$ cat src/hdl/cdas_pkg.sv
// Package for the Gregorian date shifter: transaction structs, status codes,
// year limits and the month length table. No dependencies.
package cdas_pkg;

    localparam int FIRST_YEAR = 1601;
    localparam int MAX_YEAR   = 9999;
    localparam int YEAR_CYCLE = 400;

    localparam logic [1:0] ST_OK       = 2'd0;
    localparam logic [1:0] ST_BAD_DATE = 2'd1;
    localparam logic [1:0] ST_RANGE    = 2'd2;

    localparam logic KIND_ADD = 1'b0;
    localparam logic KIND_SUB = 1'b1;

    typedef struct packed {
        logic        kind;
        logic [4:0]  start_day;
        logic [3:0]  start_month;
        logic [13:0] start_year;
        logic [15:0] day_offset;
    } date_req_t;

    typedef struct packed {
        logic [4:0]  result_day;
        logic [3:0]  result_month;
        logic [13:0] result_year;
        logic [1:0]  status;
    } date_res_t;

    // Leap test from the year's remainder modulo 400.
    function automatic logic is_leap(input logic [8:0] r400);
        is_leap = (r400[1:0] == 2'd0) && (r400 != 9'd100) && (r400 != 9'd200)
                  && (r400 != 9'd300);
    endfunction

    function automatic logic [4:0] month_days(input logic [3:0] m, input logic leap);
        case (m)
            4'd2:    month_days = leap ? 5'd29 : 5'd28;
            4'd4:    month_days = 5'd30;
            4'd6:    month_days = 5'd30;
            4'd9:    month_days = 5'd30;
            4'd11:   month_days = 5'd30;
            default: month_days = 5'd31;
        endcase
    endfunction

endpackage

$ cat src/hdl/calendar_date_add_subtract_days.sv
// Gregorian date shifter top level: validates a date and moves it by a day
// offset one month per cycle.
// Depends on cdas_pkg.
//
// An invalid date is reported from the check state without stepping months.
// Throughput: one transaction at a time; busy stays high until done.
// The year's remainder modulo 400 is found by repeated subtraction first.
// done pulses for one cycle with the result; the receiver cannot stall.
// Reset (rst_n, asynchronous, active low) returns the sequencer to idle.
module calendar_date_add_subtract_days (
    input  logic                clk,
    input  logic                rst_n,
    input  logic                start,
    input  cdas_pkg::date_req_t request,
    output logic                busy,
    output logic                done,
    output cdas_pkg::date_res_t result
);
    import cdas_pkg::*;

    localparam logic [1:0] S_IDLE  = 2'd0;
    localparam logic [1:0] S_PREP  = 2'd1;
    localparam logic [1:0] S_CHECK = 2'd2;
    localparam logic [1:0] S_RUN   = 2'd3;

    logic [1:0]          state_reg,  state_next;
    date_req_t           req_reg,    req_next;
    logic [13:0]         rem_reg,    rem_next;
    logic [8:0]          r400_reg,   r400_next;
    logic [14:0]         year_reg,   year_next;
    logic [3:0]          month_reg,  month_next;
    logic signed [17:0]  day_reg,    day_next;
    logic                done_reg,   done_next;
    date_res_t           result_reg, result_next;

    logic        leap_start;
    logic [4:0]  start_len;
    logic [3:0]  month_dec;
    logic [4:0]  step_len;
    logic        step_more;
    logic        out_of_range;

    assign leap_start   = is_leap(rem_reg[8:0]);
    assign start_len    = month_days(req_reg.start_month, leap_start);
    assign month_dec    = (month_reg == 4'd1) ? 4'd12 : month_reg - 4'd1;
    assign step_len     = month_days((req_reg.kind == KIND_SUB) ? month_dec : month_reg,
                                     is_leap(r400_reg));
    assign step_more    = (req_reg.kind == KIND_SUB) ? (day_reg <= 18'sd0)
                                                     : (day_reg > $signed({13'd0, step_len}));
    assign out_of_range = (year_reg < 15'(FIRST_YEAR)) || (year_reg > 15'(MAX_YEAR));

    always_comb
    begin
        state_next  = state_reg;
        req_next    = req_reg;
        rem_next    = rem_reg;
        r400_next   = r400_reg;
        year_next   = year_reg;
        month_next  = month_reg;
        day_next    = day_reg;
        done_next   = 1'b0;
        result_next = result_reg;
        case (state_reg)
            S_IDLE:
            begin
                if (start)
                begin
                    req_next   = request;
                    rem_next   = request.start_year;
                    state_next = S_PREP;
                end
            end
            S_PREP:
            begin
                if (rem_reg >= 14'(YEAR_CYCLE))
                begin
                    rem_next = rem_reg - 14'(YEAR_CYCLE);
                end
                else
                begin
                    state_next = S_CHECK;
                end
            end
            S_CHECK:
            begin
                if ((req_reg.start_year < 14'(FIRST_YEAR)) || (req_reg.start_month < 4'd1)
                    || (req_reg.start_month > 4'd12) || (req_reg.start_day < 5'd1)
                    || (req_reg.start_day > start_len))
                begin
                    result_next.result_day   = req_reg.start_day;
                    result_next.result_month = req_reg.start_month;
                    result_next.result_year  = req_reg.start_year;
                    result_next.status       = ST_BAD_DATE;
                    done_next                = 1'b1;
                    state_next               = S_IDLE;
                end
                else
                begin
                    r400_next  = rem_reg[8:0];
                    year_next  = {1'b0, req_reg.start_year};
                    month_next = req_reg.start_month;
                    if (req_reg.kind == KIND_SUB)
                        day_next = $signed({13'd0, req_reg.start_day})
                                   - $signed({2'd0, req_reg.day_offset});
                    else
                        day_next = $signed({13'd0, req_reg.start_day})
                                   + $signed({2'd0, req_reg.day_offset});
                    state_next = S_RUN;
                end
            end
            S_RUN:
            begin
                if (step_more)
                begin
                    if (req_reg.kind == KIND_SUB)
                    begin
                        // step back one month, then add its length
                        month_next = month_dec;
                        day_next   = day_reg + $signed({13'd0, step_len});
                        if (month_reg == 4'd1)
                        begin
                            year_next = year_reg - 15'd1;
                            r400_next = (r400_reg == 9'd0) ? 9'(YEAR_CYCLE - 1)
                                                           : r400_reg - 9'd1;
                        end
                    end
                    else
                    begin
                        // drop the current month and advance
                        day_next = day_reg - $signed({13'd0, step_len});
                        if (month_reg == 4'd12)
                        begin
                            month_next = 4'd1;
                            year_next  = year_reg + 15'd1;
                            r400_next  = (r400_reg == 9'(YEAR_CYCLE - 1)) ? 9'd0
                                                                          : r400_reg + 9'd1;
                        end
                        else
                        begin
                            month_next = month_reg + 4'd1;
                        end
                    end
                end
                else
                begin
                    if (out_of_range)
                    begin
                        result_next.result_day   = req_reg.start_day;
                        result_next.result_month = req_reg.start_month;
                        result_next.result_year  = req_reg.start_year;
                        result_next.status       = ST_RANGE;
                    end
                    else
                    begin
                        result_next.result_day   = day_reg[4:0];
                        result_next.result_month = month_reg;
                        result_next.result_year  = year_reg[13:0];
                        result_next.status       = ST_OK;
                    end
                    done_next  = 1'b1;
                    state_next = S_IDLE;
                end
            end
            default:
            begin
                state_next = S_IDLE;
            end
        endcase
    end

    always_ff @(posedge clk or negedge rst_n)
    begin
        if (!rst_n)
        begin
            state_reg <= S_IDLE;
            done_reg  <= 1'b0;
        end
        else
        begin
            state_reg <= state_next;
            done_reg  <= done_next;
        end
    end

    always_ff @(posedge clk)
    begin
        req_reg    <= req_next;
        rem_reg    <= rem_next;
        r400_reg   <= r400_next;
        year_reg   <= year_next;
        month_reg  <= month_next;
        day_reg    <= day_next;
        result_reg <= result_next;
    end

    assign busy   = (state_reg != S_IDLE);
    assign done   = done_reg;
    assign result = result_reg;

    a_accept_busy: assert property (@(posedge clk) disable iff (!rst_n)
        start && !busy |=> busy)
        else $error("busy not raised after accepted transaction");

    a_done_idle: assert property (@(posedge clk) disable iff (!rst_n)
        done |-> !busy)
        else $error("done raised while still busy");

    a_status_code: assert property (@(posedge clk) disable iff (!rst_n)
        done |-> (result.status == ST_OK || result.status == ST_BAD_DATE
                  || result.status == ST_RANGE))
        else $error("undefined status code");

    a_month_range: assert property (@(posedge clk) disable iff (!rst_n)
        state_reg == S_RUN |-> (month_reg >= 4'd1 && month_reg <= 4'd12))
        else $error("month left 1 to 12 while stepping");

    a_echo: assert property (@(posedge clk) disable iff (!rst_n)
        done && result.status != ST_OK |-> (result.result_day == req_reg.start_day
            && result.result_month == req_reg.start_month
            && result.result_year == req_reg.start_year))
        else $error("failed transaction does not echo the starting date");

endmodule

$ cat config.mk
export PLATFORM = sky130hd
export DESIGN_NAME = calendar_date_add_subtract_days
export DESIGN_NICKNAME = d
export VERILOG_FILES = /design/src/hdl/cdas_pkg.sv /design/src/hdl/calendar_date_add_subtract_days.sv
export SDC_FILE = /design/constraint.sdc
export NUM_CORES = 1
export LEC_CHECK = 0
export ABC_CLOCK_PERIOD_IN_PS = 4700
export CAP_MARGIN = 20
export CORE_MARGIN = 2
export CORE_UTILIZATION = 25
export CTS_BUF_LIST = sky130_fd_sc_hd__clkbuf_2
export DETAILED_ROUTE_END_ITERATION = 10
export DONT_BUFFER_PORTS = 1
export SLEW_MARGIN = 40
export SYNTH_ARGS = -nofsm -noshare
export SYNTH_HDL_FRONTEND = slang
export SYNTH_SLANG_ARGS = --single-unit
$ cat constraint.sdc
create_clock -name clk -period 4.7 [get_ports clk]
set_input_delay 0.47 -clock clk [delete_from_list [all_inputs] [get_ports clk]]
set_output_delay 0.47 -clock clk [all_outputs]
set_load 0.1 [all_outputs]
==> summary.txt, run 1 <==
Run status
  • Status: finished clean

STA
  • Final hold slack: 0.0998 ns
  • Final worst slack: 0.437 ns
  • Final Hold Viols: 0
  • Fmax achieved: 0.235 GHz
  • Fin crit share: 0.907
  • Relative slew margins: 0.406
  • Sum Neg Setup Slack: 0 ns
  • RSZ-0062 raised after global routing: no
  • Minimum clock period: 4.26 ns
  • Final setup fails: 0
  • Clock skew: 0.0305 ns
  • Slew @ Worst Pin: 0.892 ns
  • Pins Over Slew Limit: 0

Critical path
  • CP endpoint kind: flip-flop
  • Internal reg-to-reg setup slack: 0.44 ns
  • Data arrival, critical path: 4.70 ns
  • Worst setup SP type: flip-flop
  • Crit path kind: flip-flop to flip-flop
  • Worst EP required: 5.14 ns
  • Crit-path max FO: 24

CTS
  • CTS buffer count: 17
  • CTS tree: yes
  • Clock root cell: clkbuf_2
  • Clock latency on the worst-skew pair: 0.75 ns
  • # clock sinks: 128
  • Clock buffer depth: 2
  • Post-CTS Setup Inserts: 0
  • Htree depth: 4
  • PostCTS Resize Cnt: 0
  • Reg clk slew, reported paths: 0.23 ns

Route
  • DRC: 0
  • Pre-Repair DR Iteration Count: 5
  • Met3 Routed Length: 1010 µm
  • Met2 WL: 9520 µm
  • DR vias/cell: 4.86
  • DR WL/cell: 15.6 µm
  • Detail Route Antenna Nets: 0
  • Metal-1 WL: 9550 µm
  • Routed WL: 20500 µm
  • Via count: 6396
  • Initial DRC Count: 588
  • Highest metal used: met4

Place
  • Placed Cells: 1241
  • HPWL after DPL: 15100 µm
  • Final GP Congestion: 0.846
  • Post-Place Setup Slack: 0.466 ns
  • Placed cell area: 9310 µm²
  • Port bufs: 0

Synthesis
  • Synth Register Bits: 128
  • Async S/R FF share, synth: 0.0234
  • EDFF count, synth: 125
  • Sequential element share of the synthesized area: 0.460
  • Area leader, netlist: edfxtp_1
  • Commonest cells in the netlist: edfxtp_1, nand2_1, o21ai_0, nor2_1, a21oi_1
  • Main synth FF type: edfxtp_1
  • Yosys warns: 0
  • Post-synth top area share: 0.451
  • Synthesized instance count: 812
  • Synth unique cells: 70
  • Syn_nets: 898
  • Ranking of synthesized cells by area: edfxtp_1, ha_1, o21ai_0
  • Post-synthesis average cell area: 10.3 µm²
  • Synthesized cell area: 8330 µm²
  • Most common cell in the netlist: edfxtp_1

GRT
  • GRT Resource Usage Total: 0.120
  • Largest net degree at the start of global routing: 66
  • Vias in the first global route: 6119
  • First-pass GRT wire length: 33100 µm
  • Grt ovf: 0
  • Initial antenna violation count: 1

Layout
  • Fill cell count: 3356
  • NumNets Final: 947
  • Finished Layout Cells: 1317
  • Max FFs per register: 40
  • Final Cell Area: 10000 µm²
  • Util after Layout: 0.306
  • Layout area overhead: 20.3%
  • Layout cells sized above 1: 0.124

Die
  • Die Y: 186 µm
  • Initial Utilization: 0.255
  • Rows: 66
  • Area of the core: 32700 µm²
  • Io pins: 70
  • Die W: 186 µm
  • Die footprint: 34800 µm²

Power and ir drop
  • Int Pwr: 2.61 mW
  • Sequential power share: 0.431
  • Max IR drop VDD: 0.000170 V
  • Overall power: 4.52 mW
  • Clock Power Share: 0.165
  • Switching Power: 1.91 mW
  • Leak Pwr: 3.61 nW
  • Sw frac: 0.422
  • Power Dens Cells: 452 nW/µm²
  • Gate power share: 0.404

Job
  • Max-cap check violation count: 0

Worst hold path
  • HP Class: input pin to flip-flop
critical path, cell delays in order, from the launching register on:
cell	delay [ns]
edfxtp_1	0.57
or4b_2	0.74
o22ai_1	0.18
a32oi_1	0.09
nor3b_2	0.41
a21oi_1	0.16
ha_1	0.23
inv_1	0.07
fa_1	0.18
nand4_1	0.12
o21ai_0	0.21
o221ai_1	0.12
o22a_1	0.22
nand2b_1	0.21
a21oi_2	0.12
buf_4	0.32
kinds of logic (layout without fill, tap and decap cells):
| kind of cell | count (synthesis) | after routing | share of synthesized area |
|---|---|---|---|
| XOR/XNOR | 50 | 50 | 0.0526 |
| multiplexers | 32 | 32 | 0.0499 |
| AO/OA/AOI/OAI | 216 | 216 | 0.167 |
| AND/OR/NAND/NOR | 258 | 258 | 0.161 |
| adder cells (fa/ha/maj) | 43 | 43 | 0.0691 |
| other | 0 | 1 | 0 |
| buffers and inverters | 85 | 147 | 0.0413 |
| flip-flops | 128 | 128 | 0.460 |
placed cells by master (no fill, tap or decap), drive strengths merged, types with 6 or more instances in the layout:
cell type,Yosys,final
a211oi,6,6
o21a,10,10
nand4,14,14
a32oi,7,7
nand3,20,20
o31ai,9,9
a21oi,46,46
o211ai,6,6
xor2,20,20
nor4,9,9
or3,7,7
o21ai,68,68
nor2b,9,9
clkbuf,33,18
edfxtp,125,125
nor2,60,60
dlygate4sd3,0,42
nand2,67,67
ha,38,38
buf,12,32
nor3,22,22
a21o,8,8
a31oi,17,17
and3,8,8
mux2i,10,10
xnor2,30,30
and2,10,10
inv,40,46
mux2,22,22
nand2b,8,8
worst paths after layout:
kind	startpoint	endpoint	cells past startpoint
max reg2reg	month_reg[2]	year_reg[4]	15
min reg2reg	req_reg[18]	year_reg[2]	2
min in group asynchronous	rst_n	state_reg[0]	2
max	month_reg[2]	year_reg[4]	15
max in group asynchronous	rst_n	done	2
min	start	req_reg[31]	2
cell type report:
cell class | instances | area [µm²] | share of cell area
antenna | 1 | 2.50 | 0.000250
clock buffer | 17 | 85.1 | 0.00849
clock inverter | 15 | 175 | 0.0175
inverter | 40 | 150 | 0.0150
multi-input combinational | 599 | 4160 | 0.416
sequential | 128 | 3830 | 0.382
tap | 442 | 553 | 0.0552
timing repair buffer | 75 | 1060 | 0.105
power groups by stage:
stage	Combinational (mW)	Sequential, mW	Clock (mW)
3_5_place_dp	1.78	1.98	0
4_1_cts	1.82	1.95	0.776
5_1_grt	2.02	1.99	0.818
3_3_place_gp	1.51	2.11	0
6_report	1.83	1.95	0.748
2_1_floorplan	1.23	1.99	0
what timing repair did:
action | in CTS | in global routing
hold endpoints to repair | 57 | 0
hold buffers | 42 | 0
endpoints found under the setup margin | 0 | 0
per-layer routing:
metal  up-vias  track usage
met5         -            0
met4         0       0.0476
met3        26       0.0271
met2       175        0.188
met1      3059        0.159
li1       3136            -
No activity file was read; power rests on OpenSTA's default activity.
==> run 2: changes to the inputs <==
--- a/config.mk
+++ b/config.mk
@@ -13,4 +13,5 @@
 export DETAILED_ROUTE_END_ITERATION = 10
 export DONT_BUFFER_PORTS = 1
+export HOLD_SLACK_MARGIN = 0.12
 export SLEW_MARGIN = 40
 export SYNTH_ARGS = -nofsm -noshare
==> constraint.sdc (replaced) <==
create_clock -name clk -period 4.7 [get_ports clk]
set_input_delay 0.94 -clock clk [delete_from_list [all_inputs] [get_ports clk]]
set_output_delay 0.94 -clock clk [all_outputs]
set_load 0.1 [all_outputs]
==> run 2 against run 1 <==
Net effect: clock power about the same; power down 0.68%; global-route usage down 0.14 points; critical path depth unchanged.
==> summary.txt, run 2 (synthesized netlist as in run 1, its figures left out) <==
STA
  • Sum Neg Setup Slack: 0 ns (unchanged)
  • Final Hold Viols: 0 (unchanged)
  • Pins Over Slew Limit: 0 (unchanged)
  • Final hold slack: 0.259 ns (was 0.0998 ns)
  • Minimum clock period: 4.27 ns (was 4.26 ns)
  • Clock skew: 0.0354 ns (was 0.0305 ns)
  • Slew @ Worst Pin: 0.892 ns (about the same)
  • Final setup fails: 0 (unchanged)
  • RSZ-0062 raised after global routing: no (unchanged)
  • Fin crit share: 0.909 (was 0.907)
  • Relative slew margins: 0.407 (was 0.406)
  • Fmax achieved: 0.234 GHz (was 0.235 GHz)

CTS
  • Reg clk slew, reported paths: 0.24 ns (was 0.23 ns)
  • Clock latency on the worst-skew pair: 0.75 ns (about the same)
  • Hold Buf Count CTS: 1 (was 42)
  • Clock root cell: clkbuf_2 (unchanged)
  • Htree depth: 4 (unchanged)
  • CTS buffer count: 17 (unchanged)
  • # clock sinks: 128 (unchanged)
  • Post-CTS Setup Inserts: 0 (unchanged)
  • CTS tree: yes (unchanged)
  • Clock buffer depth: 2 (unchanged)
  • PostCTS Resize Cnt: 0 (unchanged)

Place
  • Placed cell area: 9310 µm² (unchanged)
  • Port bufs: 0 (unchanged)
  • Final GP Congestion: 0.846 (unchanged)
  • HPWL after DPL: 15100 µm (unchanged)

Critical path
  • Worst EP required: 5.14 ns (about the same)
  • Worst setup SP type: flip-flop (unchanged)
  • Data arrival, critical path: 4.71 ns (was 4.70 ns)
  • CP endpoint kind: flip-flop (unchanged)
  • Crit path max-delay family: simple AND/OR/NAND/NOR gates (unchanged)
  • Internal reg-to-reg setup slack: 0.43 ns (was 0.44 ns)
  • Crit-path max FO: 24 (unchanged)
  • Crit path kind: flip-flop to flip-flop (unchanged)
  • CP bufs+invs: 2 (unchanged)
  • Worst path cell trace: or4b_2 -> o22ai_1 -> a32oi_1 -> nor3b_2 -> a21oi_1 -> ha_1 -> inv_1 -> fa_1 -> nand4_1 -> o21ai_0 -> o221ai_1 -> o22a_1 -> nand2b_1 -> a21oi_2 -> buf_4 (unchanged)
  • Worst path max stage delay: 0.74 ns (about the same)
  • Critical Path Slowest Stage Cell: or4b_2 (unchanged)

Die
  • Die W: 186 µm (unchanged)
  • Area of the core: 32700 µm² (unchanged)
  • Die footprint: 34800 µm² (unchanged)
  • Die Y: 186 µm (unchanged)
  • Rows: 66 (unchanged)
  • Initial Utilization: 0.255 (unchanged)
  • Io pins: 70 (unchanged)

Power and ir drop
  • Power Dens Cells: 467 nW/µm² (was 452 nW/µm²)
  • Leak Pwr: 3.44 nW (was 3.61 nW)
  • Max IR drop VDD: 0.000170 V (about the same)

GRT
  • Initial antenna violation count: 2 (was 1)
  • GRT Resource Usage Total: 0.118 (was 0.120)
  • Largest net degree at the start of global routing: 66 (unchanged)
  • Vias in the first global route: 5926 (was 6119)
  • First-pass GRT wire length: 32600 µm (was 33100 µm)
  • Grt ovf: 0 (unchanged)

Worst hold path
  • HP Class: input pin to flip-flop (unchanged)

Route
  • Via count: 6247 (was 6396)
  • Detail Route Antenna Nets: 0 (unchanged)
  • Routed WL: 20400 µm (was 20500 µm)
  • DR vias/cell: 4.89 (was 4.86)
  • Pre-Repair DR Iteration Count: 5 (unchanged)
  • DRC: 0 (unchanged)
  • Initial DRC Count: 558 (was 588)
  • DR WL/cell: 15.9 µm (was 15.6 µm)

Layout
  • Register area: 3830 µm² (unchanged)
  • Final Cell Area: 9610 µm² (was 10000 µm²)
  • Fill cell count: 3375 (was 3356)
  • Commonest non-fill, non-tap cells in the layout: edfxtp_1, o21ai_0, nand2_1 (unchanged)
  • Commonest non-fill, non-tap cell in the layout: edfxtp_1 (unchanged)
  • Layout area overhead: 15.4% (was 20.3%)
  • NumNets Final: 906 (was 947)
  • Layout cells sized above 1: 0.130 (was 0.124)
  • Multi-input gate area: 4160 µm² (unchanged)
  • Max FFs per register: 40 (unchanged)

Run status
  • Status: finished clean (unchanged)

Job
  • Max-cap check violation count: 0 (unchanged)
## run 2: changes by cell type in the layout (fill, tap and decap cells not counted)
cell / change
diode_2: +1
dlygate4sd3_1: -41
## run 2: area by class of cell
| type | instances | share of cell area |
|---|---|---|
| antenna | 2 | 0.000521 |
| clock buffer | 17 | 0.00886 |
| clock inverter | 15 | 0.0182 |
| inverter | 40 | 0.0156 |
| multi-input combinational | 599 | 0.433 |
| sequential | 128 | 0.399 |
| tap | 442 | 0.0576 |
| timing repair buffer | 34 | 0.0672 |
## run 2: worst register-to-register path, stage by stage (launching register included)
cell and delay [ns]:
edfxtp_1 0.57, or4b_2 0.74, o22ai_1 0.18, a32oi_1 0.09
nor3b_2 0.41, a21oi_1 0.17, ha_1 0.23, inv_1 0.07
fa_1 0.18, nand4_1 0.12, o21ai_0 0.21, o221ai_1 0.12
o22a_1 0.22, nand2b_1 0.21, a21oi_2 0.12, buf_4 0.32
## run 2: path summary, 6_finish.rpt
check                        startpoint      endpoint  depth (start not counted)
setup reg to reg           month_reg[2]   year_reg[4]                         15
setup / recovery           month_reg[2]   year_reg[4]                         15
min in group asynchronous         rst_n  state_reg[0]                          1
hold / removal              request[29]   req_reg[29]                          0
max in group asynchronous         rst_n          done                          1
hold reg to reg             req_reg[21]   year_reg[5]                          2
## run 2: power breakdown
group          leakage (nW)  internal (mW)  switching (mW)
clock network         0.146          0.261           0.486
logic                  2.11          0.702            1.09
registers              1.19           1.63           0.321
## run 2: per-stage QoR
step,power (mW),instances,utilization,setup slack [ns]
6_report,4.49,1277,0.294,0.430
5_1_grt,4.79,1277,0.294,0.0832
4_1_cts,4.52,1274,0.293,0.421
3_5_place_dp,3.76,1241,0.285,0.466
3_3_place_gp,3.62,1220,0.268,0.603
2_1_floorplan,3.22,812,-,0.453
## run 2: metal layers
layer / part of all wire / global-route usage / vias to the layer above
met5: 0 / 0 / -
met4: 0.023 / 0.0476 / 0
met3: 0.050 / 0.0288 / 26
met2: 0.46 / 0.186 / 164
met1: 0.46 / 0.155 / 3002
li1: - / - / 3055
==> run 3: changes to the inputs <==
ABC_AREA = 1   (was not set)
ABC_CLOCK_PERIOD_IN_PS = 5250   (was 4700)
HOLD_SLACK_MARGIN = not set   (was 0.12)
clock period = 5.25 ns   (was 4.7 ns; I/O delays follow)
==> run 3 against run 2 <==
Net effect: combinational power up 51%; sequential cell count unchanged; area after synthesis rose by 9.0%; fmax increased by 13%; register-to-register slack improved by 1.0 ns; die area is 8.8% higher; critical path type unchanged; critical endpoint is now result[2]; largest cell class unchanged; largest power group is now combinational logic.
==> summary.txt, run 3 <==
Power and ir drop
  • Sw frac: 0.502 (was 0.423)
  • Leak Pwr: 4.35 nW (was 3.44 nW)
  • Switching Power: 2.75 mW (was 1.90 mW)
  • Max IR drop VDD: 0.000193 V (was 0.000170 V)
  • Int Pwr: 2.73 mW (was 2.59 mW)
  • Power Dens Cells: 535 nW/µm² (was 467 nW/µm²)
  • Gate power share: 0.495 (was 0.400)
  • Clock Power Share: 0.120 (was 0.166)
  • Sequential power share: 0.385 (was 0.434)

Critical path
  • Worst EP required: 5.70 ns (was 5.14 ns)
  • Worst flop-to-flop path startpoint: req_reg[39] (was month_reg[2])
  • CP endpoint kind: flip-flop (unchanged)
  • Crit-path max FO: 60 (was 24)
  • Worst setup SP type: flip-flop (unchanged)
  • Crit path kind: flip-flop to flip-flop (unchanged)
  • Setup crit end: result[2] (was year_reg[4])
  • Worst setup path start: req_reg[39] (was month_reg[2])
  • Worst-case reg-to-reg path depth: 16 (was 15)
  • Internal reg-to-reg setup slack: 1.47 ns (was 0.43 ns)
  • Data arrival, critical path: 4.23 ns (was 4.71 ns)
  • Reg2Reg Capture Point: result[2] (was year_reg[4])

Layout
  • Final Cell Area: 10300 µm² (was 9610 µm²)
  • Commonest non-fill, non-tap cells in the layout: nand2_1, nand3_1, edfxtp_1 (was edfxtp_1, o21ai_0, nand2_1)
  • Commonest non-fill, non-tap cell in the layout: nand2_1 (was edfxtp_1)
  • Util after Layout: 0.288 (was 0.294)
  • Multi-input gate area: 4560 µm² (was 4160 µm²)
  • Layout area overhead: 13.0% (was 15.4%)
  • Max FFs per register: 40 (unchanged)
  • NumNets Final: 1268 (was 906)
  • Fill cell count: 3827 (was 3375)
  • Layout cells sized above 1: 0.111 (was 0.130)
  • Register area: 3830 µm² (unchanged)

Die
  • Io pins: 70 (unchanged)
  • Initial Utilization: 0.255 (about the same)
  • Area of the core: 35700 µm² (was 32700 µm²)
  • Die footprint: 37800 µm² (was 34800 µm²)
  • Die W: 195 µm (was 186 µm)
  • Die Y: 195 µm (was 186 µm)
  • Rows: 69 (was 66)

Synthesis
  • Synthesized cell area: 9070 µm² (was 8330 µm²)
  • Async S/R FF share, synth: 0.0234 (unchanged)
  • EDFF count, synth: 125 (unchanged)
  • Synth unique cells: 46 (was 70)
  • Synth Register Bits: 128 (unchanged)
  • Synthesized instance count: 1166 (was 812)
  • Ranking of synthesized cells by area: edfxtp_1, nand2_1, nand3_1 (was edfxtp_1, ha_1, o21ai_0)
  • Area leader, netlist: edfxtp_1 (unchanged)
  • Syn_nets: 1252 (was 898)
  • Main synth FF type: edfxtp_1 (unchanged)
  • Commonest cells in the netlist: nand2_1, nand3_1, edfxtp_1, inv_1, nor2_1 (was edfxtp_1, nand2_1, o21ai_0, nor2_1, a21oi_1)
  • Post-synthesis average cell area: 7.78 µm² (was 10.3 µm²)
  • Yosys warns: 0 (unchanged)
  • Most common cell in the netlist: nand2_1 (was edfxtp_1)
  • Sequential element share of the synthesized area: 0.422 (was 0.460)
  • Post-synth top area share: 0.414 (was 0.451)

Place
  • Final GP Congestion: 0.929 (was 0.846)
  • HPWL after DPL: 18700 µm (was 15100 µm)
  • Port bufs: 0 (unchanged)
  • Placed cell area: 9970 µm² (was 9310 µm²)

STA
  • Pins Over Slew Limit: 0 (unchanged)
  • Final setup fails: 0 (unchanged)
  • Clock skew: 0.0532 ns (was 0.0354 ns)
  • Fmax achieved: 0.265 GHz (was 0.234 GHz)
  • Minimum clock period: 3.78 ns (was 4.27 ns)
  • Final Hold Viols: 0 (unchanged)
  • Relative slew margins: 0.406 (was 0.407)
  • Fin crit share: 0.720 (was 0.909)
  • RSZ-0062 raised after global routing: no (unchanged)
  • Sum Neg Setup Slack: 0 ns (unchanged)
  • Slew @ Worst Pin: 0.892 ns (about the same)

Run status
  • Status: finished clean (unchanged)

Route
  • DR WL/cell: 14.8 µm (was 15.9 µm)
  • DRC: 0 (unchanged)
  • Routed WL: 24600 µm (was 20400 µm)
  • Initial DRC Count: 769 (was 558)
  • DR vias/cell: 4.72 (was 4.89)
  • Detail Route Antenna Nets: 0 (unchanged)
  • Via count: 7823 (was 6247)
  • Pre-Repair DR Iteration Count: 5 (unchanged)

GRT
  • GR Util met1: 0.183 (was 0.155)
  • GR Util met3: 0.0276 (was 0.0288)
  • Largest net degree at the start of global routing: 61 (was 66)
  • Global route hottest layer: met2 (unchanged)
  • M2 GR Usage: 0.201 (was 0.186)
  • First-pass GRT wire length: 39400 µm (was 32600 µm)
  • Initial antenna violation count: 2 (unchanged)
  • GRT Resource Usage Total: 0.131 (was 0.118)
  • Vias in the first global route: 7353 (was 5926)
  • Grt ovf: 0 (unchanged)

CTS
  • Clock root cell: clkbuf_2 (unchanged)
  • Reg clk slew, reported paths: 0.23 ns (was 0.24 ns)
  • Clock buffer depth: 2 (unchanged)
  • Post-CTS Setup Inserts: 0 (unchanged)
  • CTS buffer count: 17 (unchanged)
  • # clock sinks: 128 (unchanged)
  • Htree depth: 4 (unchanged)
  • CTS tree: yes (unchanged)
  • Clock latency on the worst-skew pair: 0.75 ns (about the same)

Worst hold path
  • HP Class: input pin to flip-flop (unchanged)
  • Min-delay src: request[39] (was request[29])

Job
  • Max-cap check violation count: 0 (unchanged)
-- run 3: cell types whose count changed after synthesis, moves of 18 or more --
| cell | previous run | this run |
|---|---|---|
| nand2_1 | 67 | 324 |
| nand3_1 | 20 | 126 |
| inv_1 | 40 | 122 |
| nor2_1 | 60 | 109 |
| clkbuf_1 | 32 | 7 |
| o21ai_2 | 0 | 23 |
| xnor2_1 | 30 | 10 |
| mux2_4 | 18 | 0 |
-- run 3: worst min path at each step --
stage / endpoint / slack (ns) / cells after the start
detailed placement: year_reg[2] / 0.61 / 2
finish: req_reg[39] / 0.37 / 0
global route: req_reg[35] / 0.25 / 0
CTS: req_reg[35] / 0.26 / 0
floorplan: r400_reg[1] / 0.53 / 2
global placement: r400_reg[1] / 0.58 / 2
-- run 3: power groups by stage --
stage | registers, mW | clock network (mW) | logic, mW
2_1_floorplan | 2.33 | 0 | 1.68
3_3_place_gp | 2.47 | 0 | 2.08
3_5_place_dp | 2.16 | 0 | 2.67
4_1_cts | 2.13 | 0.691 | 2.68
5_1_grt | 2.16 | 0.725 | 3.02
6_report | 2.11 | 0.659 | 2.71
-- run 3: critical path, stage by stage, from the launching register on --
cell and delay (ns):
edfxtp_1 0.41, buf_4 0.59, o21ai_0 0.23, nand3b_1 0.25, nand2_1 0.09, nor2_1 0.04
nor2_1 0.17, ha_1 0.21, inv_1 0.07, fa_1 0.42, nand3_1 0.11, nand3_1 0.08
nand2_1 0.07, nand2_1 0.06, nand3_2 0.14, and3_1 0.16, buf_4 0.31
-- run 3: what timing repair did --
action,4_1_cts,5_1_grt
gates resized for setup,0,0
endpoints found under the hold margin,3,0
hold buffers,1,0
-- run 3: through the flow --
stage	worst slack, ns	std cells	hold WS (ns)	total power [mW]
2_1_floorplan	1.23	1166	0.526	4.01
3_3_place_gp	1.38	1604	0.580	4.55
3_5_place_dp	1.53	1622	0.609	4.82
4_1_cts	1.47	1655	0.263	5.50
5_1_grt	1.19	1657	0.255	5.90
6_report	1.47	1657	0.369	5.48
-- run 3: cell type report --
cell class | instances | share of cell area
inverter | 137 | 0.0503
antenna | 1 | 0.000244
clock inverter | 14 | 0.0152
sequential | 128 | 0.373
clock buffer | 18 | 0.00878
tap | 461 | 0.0562
multi-input combinational | 870 | 0.444
timing repair buffer | 28 | 0.0515
-- run 3: logic make-up after synthesis --
group,Yosys count,share of synthesized area
AND/OR/NAND/NOR,638,0.306
buffers and inverters,168,0.0776
AO/OA/AOI/OAI,161,0.104
flip-flops,128,0.422
adder cells (fa/ha/maj),43,0.0634
XOR/XNOR,27,0.0261
multiplexers,1,0.00110
-- run 3: layer usage --
metal	up-vias	wire length, µm
met3	33	1450
met1	3606	11900
li1	3934	-
met5	-	13
met2	248	10800
met4	2	464
